--- src/hdl/bfa_pkg.sv ---
package bfa_pkg;

	localparam int NumHoles = 32;
	localparam int NumLive = 32;
	localparam int AddrW = 20;
	localparam int LenW = AddrW + 1;
	localparam int HIdxW = $clog2(NumHoles);
	localparam int LIdxW = $clog2(NumLive);
	localparam int NeedW = LenW + 1;

	localparam logic [LenW-1:0] PoolMax = LenW'(1) << AddrW;

	localparam logic [1:0] FN_ALLOC = 2'd0;
	localparam logic [1:0] FN_FREE = 2'd1;
	localparam logic [1:0] FN_RESET = 2'd2;

	localparam logic [2:0] ST_OK = 3'd0;
	localparam logic [2:0] ST_IGNORED = 3'd1;
	localparam logic [2:0] ST_NO_MEM = 3'd2;
	localparam logic [2:0] ST_BAD_ADDR = 3'd3;
	localparam logic [2:0] ST_FULL = 3'd4;

	localparam logic [1:0] CFG_ALIGN = 2'd0;
	localparam logic [1:0] CFG_MIN_SPLIT = 2'd1;
	localparam logic [1:0] CFG_POOL = 2'd2;

	typedef struct packed {
		logic [1:0]       func;
		logic [20:0]      req_size;
		logic [AddrW-1:0] req_addr;
	} in_t;

	typedef struct packed {
		logic [AddrW-1:0] grant_addr;
		logic [LenW-1:0]  grant_size;
		logic [2:0]       status;
		logic [LenW-1:0]  usage_now;
		logic [LenW-1:0]  usage_peak;
		logic [31:0]      alloc_total;
		logic [31:0]      free_total;
		logic [39:0]      bytes_granted_sum;
		logic [39:0]      bytes_released_sum;
	} out_t;

	// token walking down the hole chain
	typedef struct packed {
		logic             go;
		logic             best_ok;
		logic [HIdxW-1:0] best_idx;
		logic [AddrW-1:0] best_base;
		logic [LenW-1:0]  best_len;
		logic             prev_ok;
		logic [HIdxW-1:0] prev_idx;
		logic [LenW-1:0]  prev_len;
		logic             next_ok;
		logic [HIdxW-1:0] next_idx;
		logic [LenW-1:0]  next_len;
		logic             free_ok;
		logic [HIdxW-1:0] free_idx;
	} hole_tok_t;

	// broadcast to every hole cell
	typedef struct packed {
		logic [NeedW-1:0] need;
		logic [AddrW-1:0] addr;
		logic [NeedW-1:0] blk_end;
		logic             wr_en;
		logic [HIdxW-1:0] wr_idx;
		logic [AddrW-1:0] wr_base;
		logic [LenW-1:0]  wr_len;
		logic             wr_valid;
		logic             kill_en;
		logic [HIdxW-1:0] kill_idx;
		logic             init;
		logic [LenW-1:0]  init_len;
	} hole_op_t;

	typedef struct packed {
		logic             go;
		logic             free_ok;
		logic [LIdxW-1:0] free_idx;
		logic             hit_ok;
		logic [LIdxW-1:0] hit_idx;
		logic [LenW-1:0]  hit_len;
	} live_tok_t;

	typedef struct packed {
		logic [AddrW-1:0] addr;
		logic             wr_en;
		logic [LIdxW-1:0] wr_idx;
		logic [AddrW-1:0] wr_base;
		logic [LenW-1:0]  wr_len;
		logic             kill_en;
		logic [LIdxW-1:0] kill_idx;
		logic             clear;
	} live_op_t;

endpackage

--- src/hdl/bfa_live_cell.sv ---
module bfa_live_cell (
	input  logic                      clk,
	input  logic                      arst_n,
	input  logic [bfa_pkg::LIdxW-1:0] idx,
	input  bfa_pkg::live_op_t         op,
	input  bfa_pkg::live_tok_t        tok_in,
	output bfa_pkg::live_tok_t        tok_out
);

	logic [bfa_pkg::AddrW-1:0] base_q;
	logic [bfa_pkg::LenW-1:0]  len_q;
	logic                      valid_q;
	bfa_pkg::live_tok_t        tok_q;
	bfa_pkg::live_tok_t        tok_d;

	always_comb begin
		tok_d = tok_in;
		if (tok_in.go) begin
			if (!tok_in.free_ok && !valid_q) begin
				tok_d.free_ok = 1'b1;
				tok_d.free_idx = idx;
			end
			if (!tok_in.hit_ok && valid_q && base_q == op.addr) begin
				tok_d.hit_ok = 1'b1;
				tok_d.hit_idx = idx;
				tok_d.hit_len = len_q;
			end
		end
	end

	always_ff @(posedge clk or negedge arst_n) begin
		if (!arst_n) begin
			tok_q <= '0;
			valid_q <= 1'b0;
		end else begin
			tok_q <= tok_d;
			if (op.clear) begin
				valid_q <= 1'b0;
			end else if (op.wr_en && op.wr_idx == idx) begin
				valid_q <= 1'b1;
			end else if (op.kill_en && op.kill_idx == idx) begin
				valid_q <= 1'b0;
			end
		end
	end

	// entry payload, meaningful only while valid
	always_ff @(posedge clk) begin
		if (op.wr_en && op.wr_idx == idx) begin
			base_q <= op.wr_base;
			len_q <= op.wr_len;
		end
	end

	assign tok_out = tok_q;

endmodule

--- config.mk ---
export PLATFORM = sky130hd
export DESIGN_NAME = bfa_live_cell
export DESIGN_NICKNAME = d
export VERILOG_FILES = /design/src/hdl/bfa_pkg.sv /design/src/hdl/bfa_live_cell.sv
export SDC_FILE = /design/constraint.sdc
export NUM_CORES = 1
export LEC_CHECK = 0
export BUFFER_PORTS_ARGS = -buffer_cell sky130_fd_sc_hd__buf_2
export CORE_UTILIZATION = 45
export CTS_CLUSTER_DIAMETER = 40
export DETAILED_ROUTE_END_ITERATION = 8
export PLACE_DENSITY = 0.85
export SYNTH_ARGS = -nofsm -noshare
export SYNTH_HDL_FRONTEND = slang
export SYNTH_SLANG_ARGS = --single-unit
--- constraint.sdc ---
create_clock -name clk -period 2.6 [get_ports clk]
set_input_delay 0.52 -clock clk [delete_from_list [all_inputs] [get_ports clk]]
set_output_delay 0.52 -clock clk [all_outputs]
set_load 0.01 [all_outputs]
==> results.md, run 1 <==
* Maximum VDD drop at around 460 uV
* XOR/XNOR share of the synthesized area at 9.16%
* RSZ-0062 raised after global routing: false
* Worst-path fanout max at 27
* Seq/Total Area, Yosys at 73.5%
* Worst setup path category: flip-flop to flip-flop
* IO Count at 149
* Core area at 6030 um^2
* Setup repair bufs after CTS at 0
* CTS H-tree lvls at 3
* Worst Path Arrival at 2330 ps
* Post-route setup TNS at 0 ps
* Post-Syn Area per Cell at between 15 and 20 um^2
* Critical Path Max Stage Delay at 390 ps
* Setup slack after layout at 494 ps
* Antenna diode count at 0
* Reg2Reg Capture Point: tok_out[17]
* Worst Hold Class: primary input to async pin
* Synthesis-to-layout area growth at 37.3%
* Unique masters post-synth at 19
* Synth top area share at 42.9%
* Type of destination of the critical path: flip-flop
* CP Launch Type: flip-flop
* Gr ovfl total at 0
* Max Clock Skew at 11.0 ps
* Routed len/inst at 14.4 um
* Syn Std Cell Area at 2870 um^2
* Total CTS buffers at 9
* Leak Pwr at about 1.7 nW
* Rows at 28
* Minimum clock period after layout at 2110 ps
* Path length in cells of the critical path at 6
* DRT antenna net count at 0
* Iteration-0 DRC Markers at 57
* I/O Buffers at 148
* Fin. Hold Viols at 0
* Clock latency reported for the late side of the worst-skew pair at 340 ps
* Fin cells at 396
* First drt pass iteration count at 4
* Initial antenna violation count at 0
* Reg2Reg Setup Slack at slightly below 500 ps
* Share of cells above drive strength 1 at between 60 and 70%
* Critical-path cell list: xor2_1 -> nor4_1 -> nand2_1 -> nor4_4 -> buf_12 -> mux2_2
* R2r worst-path depth at 6
* Final Cycle Share at 81.0%
* Post-Synthesis Cells at approximately 160
* Largest cells by area after synthesis: edfxtp_1 (43%), dfrtp_1 (31%), mux2_2 (12%)
* PwrDens at 635 nW/um^2
* Clk sinks at 76
* Via/cell ratio at 4.65
* Cts hold-fix bufs at 0
* CP Launch Point: base_q[12]
* DRC at 0
* Status: completed
* Post-synth net total at roughly 270
* PostCTS Resize Cnt at 0
* Pins Over Slew Limit at 0
* Die X at ~80 um
* Vias in the first global route at between 1500 and 2000
* Slowest stage cell, crit path: edfxtp_1
* CTS Buffer Depth at 2
* Post-synth top area cell: edfxtp_1
* First-pass GRT wire length at 8180 um
* GR Util All Layers at about 18%
* Rel. slew slack at about 47%
* Worst Max-Slew Pin Slew at 794 ps
* Inst Count DP at 380
* Routed WL at approximately 5700 um
* Post-DP HPWL at 4260 um
* Synth Area in Compound Gates at 0.175%
* Reg2reg start: base_q[12]
* Die area at 6700 um^2
* Gpl congestion at ~0.73
* Yosys reg bits at 76
* Final setup violation count at 0
* Final net count at 431
* Post-synthesis mux area share at 12.2%
* Largest family of logic cells by synthesized area: multiplexers
* Clk root buf: clkbuf_8
* Buf+Inv Stages, Crit Path at 1
* Largest net degree at the start of global routing at 43
* Simple-gate share of the synthesized area at under 10%
* MaxCap Viol Count at 0
* Via count at between 1500 and 2000
* Clk slew on worst S/H paths at around 80 ps
* Initial Util at 47.6%
* Filler cells at 468
* Fmax at between 400 and 500 MHz
* Final Total Pwr at 2.50 mW
* Critical Path RT at ~2800 ps
* Yosys Warn Count at 0
* DP Worst Slack at 233 ps
* CP top delay family: simple AND/OR/NAND/NOR gates
* Synth Area in Adders at 0%
* Critical Path End: tok_out[17]
* Die span in y at 81.8 um
* CTS tree: done
[layout make-up]
type | count | area, um^2 | share of cell area, %
Clock inverter | 6 | 88.8 | 2.26
Sequential cell | 76 | 2110 | 53.5
Tap cell | 75 | 93.8 | 2.38
Timing Repair Buffer | 150 | 781 | 19.8
Clock buffer | 10 | 128 | 3.24
Multi-Input combinational cell | 79 | 739 | 18.8
[routing by layer]
metal	GRT usage [%]	wire [um]	vias up
li1	-	-	884
met1	18.3	2070	851
met2	31.2	3040	94
met3	6.22	459	11
met4	10.9	132	0
met5	0	0	-
[metrics by stage]
step / utilization (%) / hold slack [ps] / area [um^2]
floorplan: - / 224 / 2870
global placement: 61.8 / 455 / 3720
detailed placement: 61.8 / 467 / 3720
CTS: 65.3 / 281 / 3940
global route: 65.3 / 303 / 3940
finish: 65.3 / 257 / 3940
[worst min path at each step]
stage | start | endpoint | slack, ps | cells past startpoint
6_report | arst_n | tok_out[30] | 260 | 1
5_1_grt | tok_in[33] | tok_out[33] | 300 | 1
4_1_cts | arst_n | tok_out[30] | 280 | 1
3_5_place_dp | len_q[13] | tok_out[13] | 470 | 1
3_3_place_gp | len_q[20] | tok_out[20] | 460 | 1
2_1_floorplan | arst_n | tok_out[0] | 220 | 0
[power by group]
part | internal, mW | switching, mW | leakage, nW
logic | 0.122 | 0.0957 | 0.855
registers | 1.31 | 0.0109 | 0.778
clock network | 0.540 | 0.418 | 0.102
total | 1.98 | 0.525 | 1.74
[synthesized netlist by cell type]
master    count
a21oi_1       1
and3_1        1
buf_6         2
dfrtp_1      35
edfxtp_1     41
mux2_1        1
mux2_2       30
nand2_1       1
nand2b_1      2
nand3_1       1
nand4_1       2
nand4b_1      1
nor2_1        2
nor4_1        4
nor4_2        1
nor4_4        1
or2_2         1
xnor2_1      10
xor2_1       20
[worst reg2reg max path: stages (launching register included)]
cell and delay, ps:
edfxtp_1 390, xor2_1 150, nor4_1 390, nand2_1 170, nor4_4 280, buf_12 230
mux2_2 380
[registers in the layout, indices dropped and copies added, names as in the netlist]
name	count
valid_q	1
base_q	20
len_q	21
tok_out	34
[logic make-up after synthesis]
group,Yosys count
DFF,76
and+or+nand+nor,17
AOI/OAI and AO/OA,1
xor gates and xnor gates,30
buffers and inverters,2
muxes,31
[placed cells by master, fill, tap and decap left out, drive strengths merged]
cell / synthesis / routed
buf: 2 / 150
edfxtp: 41 / 41
dfrtp: 35 / 35
mux2: 31 / 31
xor2: 20 / 20
xnor2: 10 / 10
clkbuf: 0 / 10
nor4: 6 / 6
nand2b: 2 / 2
nor2: 2 / 2
nand4: 2 / 2
bufinv: 0 / 2
clkinvlp: 0 / 2
clkinv: 0 / 2
nand4b: 1 / 1
nand2: 1 / 1
or2: 1 / 1
and3: 1 / 1
nand3: 1 / 1
a21oi: 1 / 1
Note: power is estimated with default switching activity, not from simulation.
==> run 2, diff against run 1 <==
- clock period: 2.6 -> 2.1 ns (I/O delays scaled with it)
==> results.md, run 2 (synthesis results as in run 1) <==
* CP Launch Point: base_q[14] (was base_q[12])
* Die area at 6700 um^2 (unchanged)
* Rel. slew slack at 46.7% (was 47.1%)
* DRT antenna net count at 0 (unchanged)
* Reg area at 2110 um^2 (unchanged)
* Via count at 1883 (was 1840)
* Routed len/inst at 15.6 um (was 14.4 um)
* Final setup violation count at 0 (unchanged)
* First-pass GRT wire length at 8860 um (was 8180 um)
* Minimum clock period after layout at 2010 ps (was 2110 ps)
* Iteration-0 DRC Markers at 38 (was 57)
* Multi-input gate area at 752 um^2 (was 739 um^2)
* Reg2reg start: base_q[14] (was base_q[12])
* First drt pass iteration count at 4 (unchanged)
* Final Cycle Share at 95.8% (was 81.0%)
* Worst Hold Class: primary input to async pin (unchanged)
* Worst setup path category: flip-flop to flip-flop (unchanged)
* Final core utilization at 65.6% (was 65.3%)
* Status: completed (unchanged)
* Max Clock Skew at 12.9 ps (was 11.0 ps)
* Clk slew on worst S/H paths at 80 ps (about the same)
* DRC at 0 (unchanged)
* Comb power frac at 9.5% (was 8.7%)
* Worst-path fanout max at 14 (was 27)
* Critical Path Max Stage Delay at 380 ps (was 390 ps)
* Slowest stage cell, crit path: edfxtp_1 (unchanged)
* Die span in y at 81.8 um (unchanged)
* Leak Pwr at 1.75 nW (was 1.74 nW)
* Final net count at 434 (was 431)
* Initial Util at 47.6% (unchanged)
* Largest net degree at the start of global routing at 43 (unchanged)
* I/O Buffers at 148 (unchanged)
* Type of destination of the critical path: flip-flop (unchanged)
* Rows at 28 (unchanged)
* Seq pwr share at 56.8% (was 53.0%)
* Total CTS buffers at 9 (unchanged)
* Gr ovfl total at 0 (unchanged)
* GR Util All Layers at 19.2% (was 17.9%)
* Critical-path cell list: xor2_1 -> nor4_2 -> nand2_1 -> nor4_4 -> buf_6 -> buf_12 -> mux2_2 (was xor2_1 -> nor4_1 -> nand2_1 -> nor4_4 -> buf_12 -> mux2_2)
* Fmax at 497 MHz (was 475 MHz)
* Buf+Inv Stages, Crit Path at 2 (was 1)
* Worst Path Arrival at 2240 ps (was 2330 ps)
* Post-DP HPWL at 4420 um (was 4260 um)
* Sw Share at 23.4% (was 21.0%)
* Cts hold-fix bufs at 0 (unchanged)
* CP Launch Type: flip-flop (unchanged)
* Clock latency reported for the late side of the worst-skew pair at 340 ps (about the same)
* CTS Buffer Depth at 2 (unchanged)
* Inst Count DP at 380 (unchanged)
* Die X at 81.8 um (unchanged)
* Share of cells above drive strength 1 at 63.0% (was 62.0%)
* CTS tree: done (unchanged)
* Switching component of the power at 0.675 mW (was 0.525 mW)
* Filler cells at 486 (was 468)
* Fin cells at 399 (was 396)
* Initial antenna violation count at 0 (unchanged)
* Internal power at 2.21 mW (was 1.98 mW)
* Core area at 6030 um^2 (unchanged)
* Largest register FFs at 34 (unchanged)
* Maximum VDD drop at 496 uV (was 460 uV)
* RSZ-0062 raised after global routing: true (was false)
* Critical Path RT at 2330 ps (was 2830 ps)
* IO Count at 149 (unchanged)
* Clk root buf: clkbuf_8 (unchanged)
* Worst Max-Slew Pin Slew at 799 ps (was 794 ps)
* Via/cell ratio at 4.72 (was 4.65)
* Routed WL at 6230 um (was 5700 um)
* PwrDens at 730 nW/um^2 (was 635 nW/um^2)
* Clk sinks at 76 (unchanged)
* Pins Over Slew Limit at 0 (unchanged)
* Gpl congestion at 0.773 (was 0.728)
* Antenna diode count at 0 (unchanged)
* Vias in the first global route at 1962 (was 1806)
* MaxCap Viol Count at 0 (unchanged)
* Share of total power in the clock network at 33.6% (was 38.3%)
* Most frequent cells in the layout: buf_2 (148), edfxtp_1 (41), dfrtp_1 (35), mux2_2 (30), xor2_1 (20) (unchanged)
* Commonest non-fill, non-tap cell in the layout: buf_2 (unchanged)
* CTS H-tree lvls at 3 (unchanged)
* Fin. Hold Viols at 0 (unchanged)
* CP top delay family: simple AND/OR/NAND/NOR gates (unchanged)
* Synthesis-to-layout area growth at 37.9% (was 37.3%)
-- run 2: layout make-up --
type                    count  share of cell area, %
clock buffers               9                   3.13
well taps                  75                   2.37
flip-flops and latches     76                   53.3
multi-input cells          79                   19.0
clock inverters             7                   1.23
repair buffers            153                   20.9
-- run 2: per-stage QoR --
stage                     hold slack, ps  setup TNS, ps  power [mW]  setup slack [ps]  area, um^2
after floorplan                      124              0        1.77              46.5        2870
after global placement               456          -2440        1.94             -96.3        3720
after detailed placement             465          -2590        1.95              -118        3720
after CTS                            183              0        2.93              15.3        3890
after global routing                 207           -506        3.01             -39.2        3950
final                                160              0        2.89              88.9        3950
-- run 2: what timing repair did --
| action | 4_1_cts | 5_1_grt |
|---|---|---|
| buffers inserted | 0 | 1 |
| hold endpoints to repair | 0 | 0 |
| setup endpoints to repair | 0 | 26 |
| resized for setup | 0 | 3 |
-- run 2: worst paths after layout --
path / endpoint / slack (ps) / cells after the start
worst max register to register: tok_out[8] / 90 / 7
worst min register to register: tok_out[14] / 480 / 1
worst min-delay path: tok_out[7] / 160 / 1
worst max-delay path: tok_out[8] / 90 / 7
max in group asynchronous: tok_out[29] / 1430 / 1
min in group clk: tok_out[33] / 220 / 1
-- run 2: worst register-to-register path, cell delays in order, from the launching register on --
cell and delay, ps:
edfxtp_1 380, xor2_1 160, nor4_2 290, nand2_1 150
nor4_4 240, buf_6 160, buf_12 150, mux2_2 360
-- run 2: power by group through the flow --
| stage | sequential [mW] | clock [mW] | combinational [mW] |
|---|---|---|---|
| 4_1_cts | 1.64 | 1.01 | 0.277 |
| 6_report | 1.64 | 0.971 | 0.275 |
| 2_1_floorplan | 1.69 | 0 | 0.0752 |
| 3_5_place_dp | 1.67 | 0 | 0.276 |
| 3_3_place_gp | 1.67 | 0 | 0.266 |
| 5_1_grt | 1.65 | 1.06 | 0.306 |
-- run 2: per-layer routing --
metal	wire, um	part of all wire (%)	GRT usage [%]	vias up
met3	474	7.6	5.67	21
met1	2240	36	19.2	864
met2	3290	53	33.6	106
met4	226	3.6	14.0	0
met5	0	0	0	-
li1	-	-	-	892
==> run 3, diff against run 2 <==
- PLACE_DENSITY: 0.85 -> 0.88
- SLEW_MARGIN: not set -> 20
==> results.md, run 3 (synthesis results as in run 1) <==
* Die area at 6700 um^2 (unchanged)
* Worst Max-Slew Pin Slew at 783 ps (was 799 ps)
* Initial antenna violation count at 0 (unchanged)
* IO Count at 149 (unchanged)
* Reg2Reg Capture Point: tok_out[5] (was tok_out[8])
* RSZ-0062 raised after global routing: false (was true)
* Post-route setup TNS at 0 ps (unchanged)
* Worst setup path category: flip-flop to flip-flop (unchanged)
* Placed Instance Area at 3720 um^2 (unchanged)
* Critical Path RT at 2320 ps (was 2330 ps)
* Die X at 81.8 um (unchanged)
* Rows at 28 (unchanged)
* Die span in y at 81.8 um (unchanged)
* Post-DP HPWL at 4280 um (was 4420 um)
* Minimum clock period after layout at 2000 ps (was 2010 ps)
* Cts hold-fix bufs at 0 (unchanged)
* First-pass GRT wire length at 8700 um (was 8860 um)
* Reg area at 2110 um^2 (unchanged)
* GR Util All Layers at 18.7% (was 19.2%)
* Max Clock Skew at 7.30 ps (was 12.9 ps)
* CTS H-tree lvls at 3 (unchanged)
* CTS tree: done (unchanged)
* Final Cycle Share at 95.2% (was 95.8%)
* Largest net degree at the start of global routing at 43 (unchanged)
* Most frequent cells in the layout: buf_2 (148), edfxtp_1 (41), dfrtp_1 (35), mux2_2 (30), xor2_1 (20) (unchanged)
* Fin cells at 396 (was 399)
* Via/cell ratio at 4.74 (was 4.72)
* Antenna diode count at 0 (unchanged)
* PwrDens at 786 nW/um^2 (was 730 nW/um^2)
* Initial Util at 47.6% (unchanged)
* Gr ovfl total at 0 (unchanged)
* Final net count at 431 (was 434)
* Leak Pwr at 1.74 nW (was 1.75 nW)
* Worst-path fanout max at 27 (was 14)
* Share of cells above drive strength 1 at 62.6% (was 63.0%)
* Final Instance Area at 3950 um^2 (about the same)
* Inst Count DP at 380 (unchanged)
* Fin. Hold Viols at 0 (unchanged)
* Worst Path Arrival at 2210 ps (was 2240 ps)
* Synthesis-to-layout area growth at 37.7% (was 37.9%)
* Total CTS buffers at 9 (unchanged)
* Reg2reg start: base_q[12] (was base_q[14])
* Clk root buf: clkbuf_8 (unchanged)
* Clk slew on worst S/H paths at 80 ps (about the same)
* DRT antenna net count at 0 (unchanged)
* Pins Over Slew Limit at 0 (unchanged)
* Final Total Pwr at 3.11 mW (was 2.89 mW)
* Iteration-0 DRC Markers at 70 (was 38)
* MaxCap Viol Count at 0 (unchanged)
* Reg2Reg Setup Slack at 100 ps (was 90 ps)
* Gpl congestion at 0.753 (was 0.773)
* Maximum VDD drop at 446 uV (was 496 uV)
* Final setup violation count at 0 (unchanged)
* DP Worst Slack at -121 ps (was -118 ps)
* Filler cells at 457 (was 486)
* Routed len/inst at 14.8 um (was 15.6 um)
* Routed WL at 5860 um (was 6230 um)
* Worst Hold Class: primary input to async pin (unchanged)
* R2r worst-path depth at 6 (was 7)
* First drt pass iteration count at 4 (unchanged)
* Multi-input gate area at 752 um^2 (unchanged)
* Largest register FFs at 34 (unchanged)
* CP Launch Type: flip-flop (unchanged)
* Clock latency reported for the late side of the worst-skew pair at 330 ps (was 340 ps)
* DRC at 0 (unchanged)
* Status: completed (unchanged)
* CTS Buffer Depth at 2 (unchanged)
* Type of destination of the critical path: flip-flop (unchanged)
* Fmax at 500 MHz (was 497 MHz)
* Commonest non-fill, non-tap cell in the layout: buf_2 (unchanged)
* Vias in the first global route at 1956 (was 1962)
* Core area at 6030 um^2 (unchanged)
* Rel. slew slack at 47.8% (was 46.7%)
* I/O Buffers at 148 (unchanged)
* Via count at 1877 (was 1883)
* Clk sinks at 76 (unchanged)
* Setup slack after layout at 101 ps (was 88.9 ps)
## run 3: cell count changes in the layout (fill, tap and decap cells not counted)
cell        delta
buf_6          -2
bufinv_16      +2
clkbuf_1       +1
clkbuf_16      -1
clkinv_1       -1
clkinv_2       -1
clkinv_4       -1
clkinvlp_4     +2
inv_6          -2
## run 3: cell type report
type | instances | share of cell area, %
timing repair buffer | 150 | 19.8
clock buffer | 10 | 3.23
multi-input combinational | 79 | 19.0
clock inverter | 6 | 2.25
tap | 75 | 2.38
sequential | 76 | 53.3
## run 3: worst max-delay path, stage by stage (launching register included)
cell      delay [ps]
edfxtp_1         390
xor2_1           160
nor4_2           320
nand2_1          140
nor4_4           270
buf_12           220
mux2_2           350
## run 3: worst max path at each step
stage | from | end | slack (ps) | cells after the start
floorplan | op[66] | tok_out[10] | 50 | 6
global placement | op[66] | tok_out[11] | -110 | 7
detailed placement | op[66] | tok_out[2] | -120 | 7
CTS | base_q[12] | tok_out[0] | 20 | 6
global route | base_q[2] | tok_out[7] | 6 | 6
finish | base_q[12] | tok_out[5] | 100 | 6
## run 3: through the flow
| stage | utilization (%) | hold WS (ps) |
|---|---|---|
| finish | 65.6 | 159 |
| global route | 65.6 | 214 |
| CTS | 65.3 | 169 |
| detailed placement | 61.8 | 464 |
| global placement | 61.8 | 456 |
| floorplan | - | 124 |
## run 3: metal layers
| layer | GRT usage, % | up-vias | wire [um] |
|---|---|---|---|
| met5 | 0 | - | 0 |
| met4 | 14.9 | 0 | 283 |
| met3 | 4.56 | 25 | 454 |
| met2 | 31.6 | 102 | 2970 |
| met1 | 19.8 | 864 | 2150 |
| li1 | - | 886 | - |
## run 3: power by group
group	switching [mW]	internal (mW)
clock network	0.523	0.669
logic	0.122	0.151
registers	0.0135	1.63
## run 3: timing repair
| item | in CTS | in global routing |
|---|---|---|
| buffers inserted | 0 | 0 |
| gates resized for setup | 0 | 2 |
| endpoints found under the setup margin | 0 | 26 |
